**config.mk**
```make
export PLATFORM = sky130hd
export DESIGN_NAME = adsr_envelope_oscillator_unit
export DESIGN_NICKNAME = d
export VERILOG_FILES = /design/src/sv/adsr_pkg.sv /design/src/sv/adsr_mul.sv /design/src/sv/adsr_div.sv /design/src/sv/adsr_envelope_oscillator_unit.sv
export SDC_FILE = /design/constraint.sdc
export NUM_CORES = 2
export LEC_CHECK = 0
export BUFFER_PORTS_ARGS = -buffer_cell sky130_fd_sc_hd__buf_2
export CAP_MARGIN = 30
export CORE_UTILIZATION = 44
export CTS_BUF_LIST = sky130_fd_sc_hd__clkbuf_8
export CTS_CLUSTER_DIAMETER = 200
export DETAILED_ROUTE_END_ITERATION = 8
export HOLD_SLACK_MARGIN = 0.06
export SYNTH_ARGS = -nofsm -noshare
export SYNTH_HDL_FRONTEND = slang
export SYNTH_HIERARCHICAL = 1
export SYNTH_SLANG_ARGS = --single-unit
```
**constraint.sdc**
```tcl
create_clock -name clk -period 33 [get_ports clk]
set_input_delay 1.65 -clock clk [delete_from_list [all_inputs] [get_ports clk]]
set_output_delay 1.65 -clock clk [all_outputs]
set_load 0.005 [all_outputs]
```
**src/sv/adsr_pkg.sv**
```systemverilog
// Shared types, codes and constants for the ADSR envelope oscillator.
`timescale 1ns / 1ps
package adsr_pkg;

  localparam int MUL_W     = 32;
  localparam int MUL_DIG   = 4;
  localparam int MUL_STEPS = MUL_W / MUL_DIG;
  localparam int LVL_W     = 16;
  localparam int DUR_W     = 24;
  localparam int NUM_W     = LVL_W + DUR_W;

  localparam logic [2:0] ST_IDLE    = 3'd0;
  localparam logic [2:0] ST_ATTACK  = 3'd1;
  localparam logic [2:0] ST_DECAY   = 3'd2;
  localparam logic [2:0] ST_HOLD    = 3'd3;
  localparam logic [2:0] ST_RELEASE = 3'd4;

  localparam logic [1:0] WM_SINE   = 2'd0;
  localparam logic [1:0] WM_SQUARE = 2'd1;
  localparam logic [1:0] WM_SAW    = 2'd2;

  localparam logic [2:0] REG_WAVE    = 3'd0;
  localparam logic [2:0] REG_PEAK    = 3'd1;
  localparam logic [2:0] REG_SUSTAIN = 3'd2;
  localparam logic [2:0] REG_ATTACK  = 3'd3;
  localparam logic [2:0] REG_DECAY   = 3'd4;
  localparam logic [2:0] REG_HOLD    = 3'd5;
  localparam logic [2:0] REG_RELEASE = 3'd6;

  localparam logic [LVL_W-1:0] LVL_ONE  = 16'h8000;
  localparam logic [LVL_W-1:0] LVL_HALF = 16'h4000;

  // Q30 odd polynomial coefficients of the quarter sine
  localparam logic [30:0] SIN_C1 = 31'd1686629713;
  localparam logic [30:0] SIN_C3 = 31'd693598667;
  localparam logic [30:0] SIN_C5 = 31'd85569306;
  localparam logic [30:0] SIN_C7 = 31'd5026993;
  localparam logic [30:0] SIN_C9 = 31'd172272;

  typedef struct packed {
    logic             start;
    logic [MUL_W-1:0] a;
    logic [MUL_W-1:0] b;
  } mul_req_t;

  typedef struct packed {
    logic             start;
    logic [NUM_W-1:0] num;
    logic [DUR_W-1:0] den;
  } div_req_t;

  // coefficient subtracted at Horner step 1..4
  function automatic logic [30:0] sin_coef(input logic [2:0] step);
    logic [30:0] c;
    case (step)
      3'd1:    c = SIN_C7;
      3'd2:    c = SIN_C5;
      3'd3:    c = SIN_C3;
      default: c = SIN_C1;
    endcase
    return c;
  endfunction

endpackage

```
**src/sv/adsr_mul.sv**
```systemverilog
// Digit-serial unsigned multiplier, four multiplier bits per cycle.
`timescale 1ns / 1ps
module adsr_mul import adsr_pkg::*; (
  input  logic               clk,
  input  logic               rst_n,
  input  mul_req_t           req,
  output logic               done,
  output logic [2*MUL_W-1:0] prod
);

  localparam int PW    = MUL_W + MUL_DIG;
  localparam int CNT_W = $clog2(MUL_STEPS);

  logic [MUL_W-1:0]   a_r, b_r, b_nxt;
  logic [2*MUL_W-1:0] p_r, p_nxt;
  logic [PW-1:0]      part;
  logic [CNT_W-1:0]   cnt_r;
  logic               busy_r, done_r;

  // add one partial product to the upper half, shift the product right a digit
  assign part  = PW'(p_r[2*MUL_W-1:MUL_W]) + PW'(a_r) * PW'(b_r[MUL_DIG-1:0]);
  assign p_nxt = {part, p_r[MUL_W-1:MUL_DIG]};
  assign b_nxt = b_r >> MUL_DIG;

  always_ff @(posedge clk) begin
    if (!rst_n) begin
      busy_r <= 1'b0;
      done_r <= 1'b0;
      cnt_r  <= '0;
    end else begin
      done_r <= 1'b0;
      if (req.start) begin
        a_r    <= req.a;
        b_r    <= req.b;
        p_r    <= '0;
        busy_r <= 1'b1;
        cnt_r  <= '0;
      end else if (busy_r) begin
        p_r   <= p_nxt;
        b_r   <= b_nxt;
        cnt_r <= cnt_r + 1'b1;
        if (cnt_r == CNT_W'(MUL_STEPS - 1)) begin
          busy_r <= 1'b0;
          done_r <= 1'b1;
        end
      end
    end
  end

  assign done = done_r;
  assign prod = p_r;

endmodule

```
**src/sv/adsr_div.sv**
```systemverilog
// Bit-serial restoring divider for envelope ramp levels, one quotient bit per cycle.
`timescale 1ns / 1ps
module adsr_div import adsr_pkg::*; (
  input  logic             clk,
  input  logic             rst_n,
  input  div_req_t         req,
  output logic             done,
  output logic [LVL_W-1:0] quo
);

  localparam int CNT_W = $clog2(LVL_W);

  logic [DUR_W-1:0] rem_r, rem_nxt, den_r;
  logic [LVL_W-1:0] num_r, q_r;
  logic [DUR_W:0]   trial;
  logic [DUR_W+1:0] diff;
  logic             ge;
  logic [CNT_W-1:0] cnt_r;
  logic             busy_r, done_r;

  assign trial   = {rem_r, num_r[LVL_W-1]};
  assign diff    = {1'b0, trial} - {2'b00, den_r};
  assign ge      = !diff[DUR_W+1];
  assign rem_nxt = ge ? diff[DUR_W-1:0] : trial[DUR_W-1:0];

  always_ff @(posedge clk) begin
    if (!rst_n) begin
      busy_r <= 1'b0;
      done_r <= 1'b0;
      cnt_r  <= '0;
    end else begin
      done_r <= 1'b0;
      if (req.start) begin
        // quotient fits LVL_W bits, so the upper dividend bits are below the divisor
        rem_r  <= req.num[NUM_W-1:LVL_W];
        num_r  <= req.num[LVL_W-1:0];
        den_r  <= req.den;
        busy_r <= 1'b1;
        cnt_r  <= '0;
      end else if (busy_r) begin
        rem_r <= rem_nxt;
        num_r <= num_r << 1;
        q_r   <= {q_r[LVL_W-2:0], ge};
        cnt_r <= cnt_r + 1'b1;
        if (cnt_r == CNT_W'(LVL_W - 1)) begin
          busy_r <= 1'b0;
          done_r <= 1'b1;
        end
      end
    end
  end

  assign done = done_r;
  assign quo  = q_r;

endmodule

```
**src/sv/adsr_envelope_oscillator_unit.sv**
```systemverilog
// Top level: ADSR envelope sequencer driving a polynomial sine / square / saw oscillator.
//
//  channel  direction  handshake           payload
//  in       input      in_valid/in_stall   in_start_req, in_freq_step, in_note_length
//  out      output     out_valid/out_stall out_sample, out_stage, out_note_done, out_error
//  cfg      input      cfg_we              cfg_index, cfg_data
//
// One beat at a time. A sine or square beat with a ramp takes 8 multiplies on the
// 4-bit serial multiplier and one divide on the bit-serial divider.
// Hold or saw beats skip the divide or the sine steps; idle and error beats skip both.
// Reset is synchronous; it loads register defaults and clears the note state.
// A stalled result stays in the output register; the next beat is taken meanwhile.
`timescale 1ns / 1ps
module adsr_envelope_oscillator_unit import adsr_pkg::*; #(
  parameter int SAMPLE_BITS     = 24,
  parameter int SINE_TABLE_BITS = 10,
  parameter int TIME_BITS       = 24
) (
  input  logic                          clk,
  input  logic                          rst_n,
  input  logic                          in_valid,
  output logic                          in_stall,
  input  logic                          in_start_req,
  input  logic [30:0]                   in_freq_step,
  input  logic [DUR_W-1:0]              in_note_length,
  output logic                          out_valid,
  input  logic                          out_stall,
  output logic signed [SAMPLE_BITS-1:0] out_sample,
  output logic [2:0]                    out_stage,
  output logic                          out_note_done,
  output logic                          out_error,
  input  logic                          cfg_we,
  input  logic [2:0]                    cfg_index,
  input  logic [DUR_W-1:0]              cfg_data
);

  localparam int CW  = ((TIME_BITS > DUR_W) ? TIME_BITS : DUR_W) + 2;
  localparam int XSH = 32 - SINE_TABLE_BITS;
  localparam logic [CW-1:0] TMAX = {{(CW - TIME_BITS){1'b0}}, {TIME_BITS{1'b1}}};
  localparam logic [31:0]   SMAX = 32'((64'd1 << (SAMPLE_BITS - 1)) - 64'd1);
  localparam logic [30:0]   ONE30 = 31'h4000_0000;

  typedef enum logic [2:0] {
    S_IDLE, S_LMUL, S_LDIV, S_WAVE, S_SMUL, S_SCL0, S_SCALE, S_OUT
  } state_t;

  // configuration
  logic [1:0]       wave_r;
  logic [LVL_W-1:0] peak_r, sus_r;
  logic [DUR_W-1:0] att_r, dec_r, hold_r, rel_r;

  // note state
  logic [31:0]          phase_r;
  logic [TIME_BITS-1:0] count_r, len_r, seg_r;
  logic [2:0]           stage_r;
  logic [LVL_W-1:0]     cur_r;
  logic [30:0]          step_r;

  // per-beat work registers
  state_t           state_r;
  logic [31:0]      wphase_r;
  logic [DUR_W-1:0] den_r;
  logic [2:0]       wst_r, sstep_r;
  logic             wdone_r, werr_r, wact_r, neg_r;
  logic [LVL_W-1:0] lvl_r, mag_r;
  logic [30:0]      x_r, x2_r;
  logic signed [SAMPLE_BITS-1:0] samp_r;
  mul_req_t         mul_req_r;
  div_req_t         div_req_r;

  logic                          out_valid_r, out_done_r, out_err_r;
  logic [2:0]                    out_stage_r;
  logic signed [SAMPLE_BITS-1:0] out_sample_r;

  logic               mul_done, div_done;
  logic [2*MUL_W-1:0] mul_prod;
  logic [LVL_W-1:0]   div_quo;

  adsr_mul u_mul (.clk(clk), .rst_n(rst_n), .req(mul_req_r), .done(mul_done), .prod(mul_prod));
  adsr_div u_div (.clk(clk), .rst_n(rst_n), .req(div_req_r), .done(div_done), .quo(div_quo));

  // ---- envelope decision for the beat being accepted ----
  logic                 err_c, act_c, rel_done_c, need_div_c;
  logic [CW-1:0]        sum_c, nl_c, rel_c, kc_c;
  logic [TIME_BITS-1:0] len0_c, t_c, seg_c, len_c, k_c;
  logic [2:0]           st_c;
  logic [LVL_W-1:0]     cur_c, nlv_c;
  logic [DUR_W-1:0]     fac_c, den_c;
  logic [31:0]          phase0_c;
  logic [30:0]          stepv_c;
  logic                 leave_c;

  always_comb begin
    err_c  = (peak_r > LVL_ONE) || (sus_r > peak_r);
    sum_c  = CW'(att_r) + CW'(dec_r) + CW'(hold_r);
    nl_c   = (in_note_length != '0) ? CW'(in_note_length) : ((sum_c > TMAX) ? TMAX : sum_c);
    len0_c = nl_c[TIME_BITS-1:0];

    st_c     = in_start_req ? ST_ATTACK : stage_r;
    t_c      = in_start_req ? '0 : count_r;
    seg_c    = in_start_req ? '0 : seg_r;
    len_c    = in_start_req ? len0_c : len_r;
    cur_c    = in_start_req ? '0 : cur_r;
    phase0_c = in_start_req ? '0 : phase_r;
    stepv_c  = in_start_req ? in_freq_step : step_r;
    act_c    = (st_c == ST_ATTACK) || (st_c == ST_DECAY) || (st_c == ST_HOLD) ||
               (st_c == ST_RELEASE);

    // zero release with zero sustain borrows the decay time
    rel_c = ((rel_r == '0) && (sus_r == '0)) ? CW'(dec_r) : CW'(rel_r);

    if (st_c == ST_ATTACK) begin
      if (t_c >= len_c) begin
        st_c  = ST_RELEASE;
        seg_c = t_c;
      end else if (CW'(t_c - seg_c) >= CW'(att_r)) begin
        st_c  = ST_DECAY;
        seg_c = t_c;
        cur_c = peak_r;
      end
    end
    if (st_c == ST_DECAY) begin
      if (t_c >= len_c) begin
        st_c  = ST_RELEASE;
        seg_c = t_c;
      end else if (CW'(t_c - seg_c) >= CW'(dec_r)) begin
        st_c  = ST_HOLD;
        seg_c = t_c;
        cur_c = sus_r;
      end
    end
    leave_c = (hold_r != '0) ? ((CW'(t_c - seg_c) >= CW'(hold_r)) || (t_c >= len_c))
                             : ((CW'(t_c) + rel_c) >= CW'(len_c));
    if ((st_c == ST_HOLD) && leave_c) begin
      st_c  = ST_RELEASE;
      seg_c = t_c;
    end

    k_c        = t_c - seg_c;
    kc_c       = CW'(k_c) + 1'b1;
    rel_done_c = (rel_c == '0) || (kc_c >= rel_c);

    // ramp operands: level = nlv * fac / den (decay subtracts from peak)
    case (st_c)
      ST_ATTACK: begin
        fac_c = kc_c[DUR_W-1:0];
        nlv_c = peak_r;
        den_c = att_r;
      end
      ST_DECAY: begin
        fac_c = kc_c[DUR_W-1:0];
        nlv_c = peak_r - sus_r;
        den_c = dec_r;
      end
      default: begin
        fac_c = DUR_W'(rel_c - kc_c);
        nlv_c = cur_c;
        den_c = rel_c[DUR_W-1:0];
      end
    endcase
    need_div_c = (st_c == ST_ATTACK) || (st_c == ST_DECAY) ||
                 ((st_c == ST_RELEASE) && !rel_done_c);
  end

  // ---- oscillator helpers ----
  logic [SINE_TABLE_BITS-1:0] idx_c;
  logic [29:0]                xbase_c;
  logic [30:0]                x_c, p_c;
  logic [32:0]                rnd_c;
  logic [LVL_W-1:0]           smag_c;
  logic [31:0]                v_c, sat_c;
  logic [SAMPLE_BITS-1:0]     vs_c;

  always_comb begin
    idx_c   = wphase_r[31:XSH];
    xbase_c = {idx_c[SINE_TABLE_BITS-3:0], {XSH{1'b0}}};
    x_c     = idx_c[SINE_TABLE_BITS-2] ? (ONE30 - {1'b0, xbase_c}) : {1'b0, xbase_c};
    p_c     = sin_coef(sstep_r) - mul_prod[60:30];
    rnd_c   = {1'b0, mul_prod[61:30]} + 33'd16384;
    smag_c  = (rnd_c[32:15] > 18'(LVL_ONE)) ? LVL_ONE : rnd_c[30:15];
    v_c     = {mul_prod[30:0], 1'b0} >> (32 - SAMPLE_BITS);
    sat_c   = (v_c > SMAX) ? SMAX : v_c;
    vs_c    = sat_c[SAMPLE_BITS-1:0];
  end

  assign in_stall = (state_r != S_IDLE);

  always_ff @(posedge clk) begin
    if (!rst_n) begin
      wave_r      <= WM_SQUARE;
      peak_r      <= 16'd16384;
      sus_r       <= 16'd8192;
      att_r       <= 24'd441;
      dec_r       <= 24'd30870;
      hold_r      <= '0;
      rel_r       <= '0;
      phase_r     <= '0;
      count_r     <= '0;
      len_r       <= '0;
      seg_r       <= '0;
      stage_r     <= ST_IDLE;
      cur_r       <= '0;
      step_r      <= '0;
      state_r     <= S_IDLE;
      mul_req_r   <= '0;
      div_req_r   <= '0;
      out_valid_r <= 1'b0;
    end else begin
      mul_req_r.start <= 1'b0;
      div_req_r.start <= 1'b0;

      if (cfg_we) begin
        case (cfg_index)
          REG_WAVE:    wave_r <= cfg_data[1:0];
          REG_PEAK:    peak_r <= cfg_data[LVL_W-1:0];
          REG_SUSTAIN: sus_r  <= cfg_data[LVL_W-1:0];
          REG_ATTACK:  att_r  <= cfg_data;
          REG_DECAY:   dec_r  <= cfg_data;
          REG_HOLD:    hold_r <= cfg_data;
          REG_RELEASE: rel_r  <= cfg_data;
          default: ;
        endcase
      end

      if (out_valid_r && !out_stall) out_valid_r <= 1'b0;

      unique case (state_r)
        S_IDLE: begin
          if (in_valid) begin
            werr_r  <= err_c;
            wdone_r <= 1'b0;
            wact_r  <= 1'b0;
            wst_r   <= ST_IDLE;
            samp_r  <= '0;
            state_r <= S_OUT;
            if (err_c || !act_c) begin
              stage_r <= ST_IDLE;
            end else begin
              if (in_start_req) begin
                step_r <= in_freq_step;
                len_r  <= len0_c;
              end
              stage_r  <= st_c;
              seg_r    <= seg_c;
              cur_r    <= cur_c;
              wphase_r <= phase0_c;
              phase_r  <= phase0_c + {1'b0, stepv_c};
              count_r  <= (t_c == '1) ? t_c : t_c + 1'b1;
              wact_r   <= 1'b1;
              wst_r    <= st_c;
              wdone_r  <= (st_c == ST_RELEASE) && rel_done_c;
              den_r    <= den_c;
              if (need_div_c) begin
                mul_req_r <= '{start: 1'b1, a: MUL_W'(fac_c), b: MUL_W'(nlv_c)};
                state_r   <= S_LMUL;
              end else begin
                lvl_r   <= (st_c == ST_HOLD) ? sus_r : '0;
                state_r <= S_WAVE;
              end
            end
          end
        end
        S_LMUL: begin
          if (mul_done) begin
            div_req_r <= '{start: 1'b1, num: mul_prod[NUM_W-1:0], den: den_r};
            state_r   <= S_LDIV;
          end
        end
        S_LDIV: begin
          if (div_done) begin
            lvl_r   <= (wst_r == ST_DECAY) ? (peak_r - div_quo) : div_quo;
            state_r <= S_WAVE;
          end
        end
        S_WAVE: begin
          case (wave_r)
            WM_SINE, WM_SQUARE: begin
              x_r       <= x_c;
              neg_r     <= idx_c[SINE_TABLE_BITS-1];
              sstep_r   <= '0;
              mul_req_r <= '{start: 1'b1, a: MUL_W'(x_c), b: MUL_W'(x_c)};
              state_r   <= S_SMUL;
            end
            WM_SAW: begin
              mag_r   <= {1'b0, wphase_r[31:17]};
              neg_r   <= 1'b0;
              state_r <= S_SCL0;
            end
            default: begin
              mag_r   <= '0;
              neg_r   <= 1'b0;
              state_r <= S_SCL0;
            end
          endcase
        end
        S_SMUL: begin
          // Horner evaluation: x^2, then four coefficient steps, then times x
          if (mul_done) begin
            sstep_r <= sstep_r + 1'b1;
            case (sstep_r)
              3'd0: begin
                x2_r      <= mul_prod[60:30];
                mul_req_r <= '{start: 1'b1, a: MUL_W'(mul_prod[60:30]), b: MUL_W'(SIN_C9)};
              end
              3'd1, 3'd2, 3'd3: begin
                mul_req_r <= '{start: 1'b1, a: MUL_W'(x2_r), b: MUL_W'(p_c)};
              end
              3'd4: begin
                mul_req_r <= '{start: 1'b1, a: MUL_W'(x_r), b: MUL_W'(p_c)};
              end
              default: begin
                if (wave_r == WM_SQUARE) mag_r <= (smag_c >= LVL_HALF) ? LVL_ONE : '0;
                else mag_r <= smag_c;
                state_r <= S_SCL0;
              end
            endcase
          end
        end
        S_SCL0: begin
          mul_req_r <= '{start: 1'b1, a: MUL_W'(lvl_r), b: MUL_W'(mag_r)};
          state_r   <= S_SCALE;
        end
        S_SCALE: begin
          if (mul_done) begin
            samp_r  <= neg_r ? -$signed(vs_c) : $signed(vs_c);
            state_r <= S_OUT;
          end
        end
        S_OUT: begin
          if (!out_valid_r || !out_stall) begin
            out_valid_r  <= 1'b1;
            out_sample_r <= samp_r;
            out_stage_r  <= wst_r;
            out_done_r   <= wdone_r;
            out_err_r    <= werr_r;
            if (wact_r) begin
              if (wst_r != ST_RELEASE) cur_r <= lvl_r;
              if (wdone_r) stage_r <= ST_IDLE;
            end
            state_r <= S_IDLE;
          end
        end
        default: state_r <= S_IDLE;
      endcase
    end
  end

  assign out_valid     = out_valid_r;
  assign out_sample    = out_sample_r;
  assign out_stage     = out_stage_r;
  assign out_note_done = out_done_r;
  assign out_error     = out_err_r;

endmodule

```
==> impl_metrics.py <==
metrics = {
    "synthesis": {
        "synth_top_area_share_pct": 19.7,
        "synth_enable_flop_cells": 382,
        "ys_ff_latch": 809,
        "yosysTopAreaCell": "edfxtp_1",
        "syn_avg_cell_area_um2": 8.55,
        "ys_types": 106,
        "yosysMostFrequentCell": "nand2_1",
        "synthTopCellsByCount": "912 x nand2_1, 612 x a21oi_1, 499 x nor2_1",
        "ys_async_sr_fraction_pct": 0,
        "ys.warnings.count": 6,
        "synthesis.area_um2": 58300,
        "seq_area_frac_synth_pct": 34.3,
        "synthFlopType": "dfxtp_1",
        "syn_inst": 6818,
        "ys_top_cells_by_area": "edfxtp_1 20%, dfxtp_1 15%, ha_1 10%",
    },
    "sta": {
        "hold_violations": 0,
        "finalSetupViolations": 0,
        "slew_headroom_pct": 31.0,
        "period_needed_ns": 26.34,
        "tightest_slew_ns": 1.03,
        "period_share_pct": 79.8,
        "fmax_mhz": 38.0,
        "tns_ns": 0,
        "rsz0062_at_grt": "no",
        "finalMaxSlewViolations": 0,
        "skew_ns": 0.0693,
    },
    "pwr": {
        "worst_ir_drop_vdd_mv": 0.0739,
        "cellPowerDensity_nw_per_um2": 103,
        "p_leak_nw": 26.3,
        "power_mw": 6.58,
    },
    "detailed_routing": {
        "first_pass_iters": 7,
        "vias": 50400,
        "post_drt_wl_per_cell_um": 22.2,
        "first_iter_violations": 4658,
        "viasPerCell": 5.77,
        "postRouteAntennaNets": 0,
        "drc": 0,
        "routed_wirelength_um": 194000,
    },
    "floorplanning": {
        "die_area_um2": 134000,
        "row_count": 133,
        "io_pins": 119,
        "die-width_um": 366,
        "coreArea_um2": 131000,
        "die_h_um": 366,
        "initial_core_util_pct": 44.4,
    },
    "worst_setup_path": {
        "crit_start": "in_start_req",
        "cpMostUsedCell": "o21ai_0",
        "max_stage_delay_ns": 0.85,
        "crit_arrival_ns": 27.16,
        "cp-end-kind": "flop",
        "worst-path-max-fanout": 51,
        "rr_startpoint": "dec_r[13]",
        "start_kind": "input pin",
        "crit_type": "input pin to flop",
        "rrSetupSlack_ns": 6.77,
        "required_ns": 33.82,
        "worstSetupEndpoint": "mul_req_r[46]",
        "r2r_end": "mul_req_r[46]",
        "rr_worst_depth": 106,
        "cp_slowest_cell": "and2_2",
    },
    "clock_network": {
        "cts_buffer_depth": 3,
        "cts-resized-gates": 0,
        "ctsHoldBuffers": 0,
        "cts_made_buffers": 147,
        "clkTransAtPathRegs_ns": 0.06,
        "cts_tree": "built",
        "cts_root_buffer": "clkbuf_8",
        "htreeDepth": 4,
        "post-cts-setup-buffers": 0,
        "clkLatencyLatePin_ns": 0.93,
        "cts_sinks": 809,
    },
    "finish": {
        "drive_gt1_share_pct": 9.10,
        "n_fill_cell": 12800,
        "finish.instance_area_um2": 63900,
        "finalNetCount": 7557,
        "areaGrowthSynthToFinish_pct": 9.67,
        "utilization_pct": 48.6,
    },
    "run": {
        "maxCapViolCount": 0,
    },
    "global_route": {
        "antenna_found_initial": 5,
        "grt_use_met2_pct": 44.7,
        "use_met3_pct": 4.47,
        "grt_pass1_vias": 47400,
        "use_met1_pct": 37.6,
        "top_usage_layer": "met2",
        "grt_max_degree": 107,
        "overflow": 0,
        "track_usage_pct": 28.3,
        "grt_pass1_wl_um": 292000,
    },
    "placed_design": {
        "gp_congestion": 0.958,
        "port_buffers": 118,
        "place_area_um2": 60700,
        "hpwl_um": 149000,
    },
    "min_path": {
        "hold_path_class": "flop to flop",
    },
    "outcome": {
        "outcome": "completed",
    },
}
-- layout by cell type (no fill, tap or decap), types with 127 or more instances in the layout --
cell | netlist | final
nor2_1 | 499 | 494
edfxtp_1 | 382 | 382
nand2_1 | 912 | 911
dfxtp_1 | 427 | 426
xnor2_1 | 201 | 201
clkbuf_8 | 0 | 168
ha_1 | 473 | 473
fa_1 | 127 | 127
nor2b_1 | 138 | 138
a21oi_1 | 612 | 611
inv_1 | 494 | 536
nand3_1 | 129 | 128
o21ai_0 | 406 | 406
and2_1 | 177 | 176
-- worst min path at each step --
stage | startpoint | end | slack (ns) | cells after the start
floorplan | werr_r | out_error | 0.40 | 0
global placement | samp_r[7] | out_sample[7] | 0.40 | 0
detailed placement | samp_r[10] | out_sample[10] | 0.40 | 0
CTS | wdone_r | out_note_done | 0.38 | 0
global route | wdone_r | out_note_done | 0.40 | 0
finish | wdone_r | out_note_done | 0.39 | 0
-- per-stage QoR --
| stage | instances | setup WS, ns | hold slack (ns) |
|---|---|---|---|
| CTS | 8738 | 7.15 | 0.380 |
| global placement | 8462 | 6.59 | 0.402 |
| finish | 8748 | 6.66 | 0.390 |
| floorplan | 6819 | 9.49 | 0.400 |
| global route | 8746 | 4.86 | 0.401 |
| detailed placement | 8471 | 6.30 | 0.405 |
-- registers in the layout, indices dropped and copies added (netlist names), 24 cells and up --
register,flops
den_r,24
dec_r,24
u_mul/prod,64
att_r,24
u_mul/a_r,32
u_div/rem_r,24
x2_r,31
div_req_r,65
seg_r,24
u_div/den_r,24
step_r,31
len_r,24
phase_r,32
samp_r,24
hold_r,24
out_sample,24
rel_r,24
count_r,24
mul_req_r,63
u_mul/b_r,32
-- worst max-delay path, delay by kind of cell --
kind	cells	cell delay [ns]
XOR/XNOR	5	0.80
adder cells (fa/ha/maj)	10	3.10
AND/OR/NAND/NOR	25	6.35
buffers and inverters	6	1.28
multiplexers	1	0.33
AO/OA/AOI/OAI	60	13.48
-- metal layers --
layer  routed length (um)  part of all wire [%]
met2                87000                    45
met1                84000                    43
met4                10500                   5.4
met5                   14                0.0072
met3                12800                   6.6
-- kinds of logic after synthesis --
logic type               Yosys count  synth area share (%)
multiplexers                     155                  2.92
AND/OR/NAND/NOR                 2354                  18.9
buffers and inverters            815                  5.40
AO/OA/AOI/OAI                   1787                  19.4
flip-flops                       809                  34.3
other                              1               0.00643
adder cells (fa/ha/maj)          600                  14.5
XOR/XNOR                         297                  4.46
-- power by group --
part | internal (mW) | switching [mW]
clock network | 0.547 | 0.468
logic | 1.56 | 2.69
registers | 1.21 | 0.108
total | 3.31 | 3.27
-- area by class of cell --
| class | instances | area (um^2) | share of cell area (%) |
|---|---|---|---|
| clock buffer | 168 | 2310 | 3.62 |
| tap | 1755 | 2200 | 3.43 |
| timing repair buffer | 217 | 1490 | 2.33 |
| multi-input combinational | 5195 | 35200 | 55.1 |
| sequential | 809 | 20000 | 31.3 |
| inverter | 499 | 1880 | 2.94 |
| clock inverter | 99 | 795 | 1.24 |
| antenna | 6 | 15.0 | 0.0235 |
No activity file was read; power rests on OpenSTA's default activity.
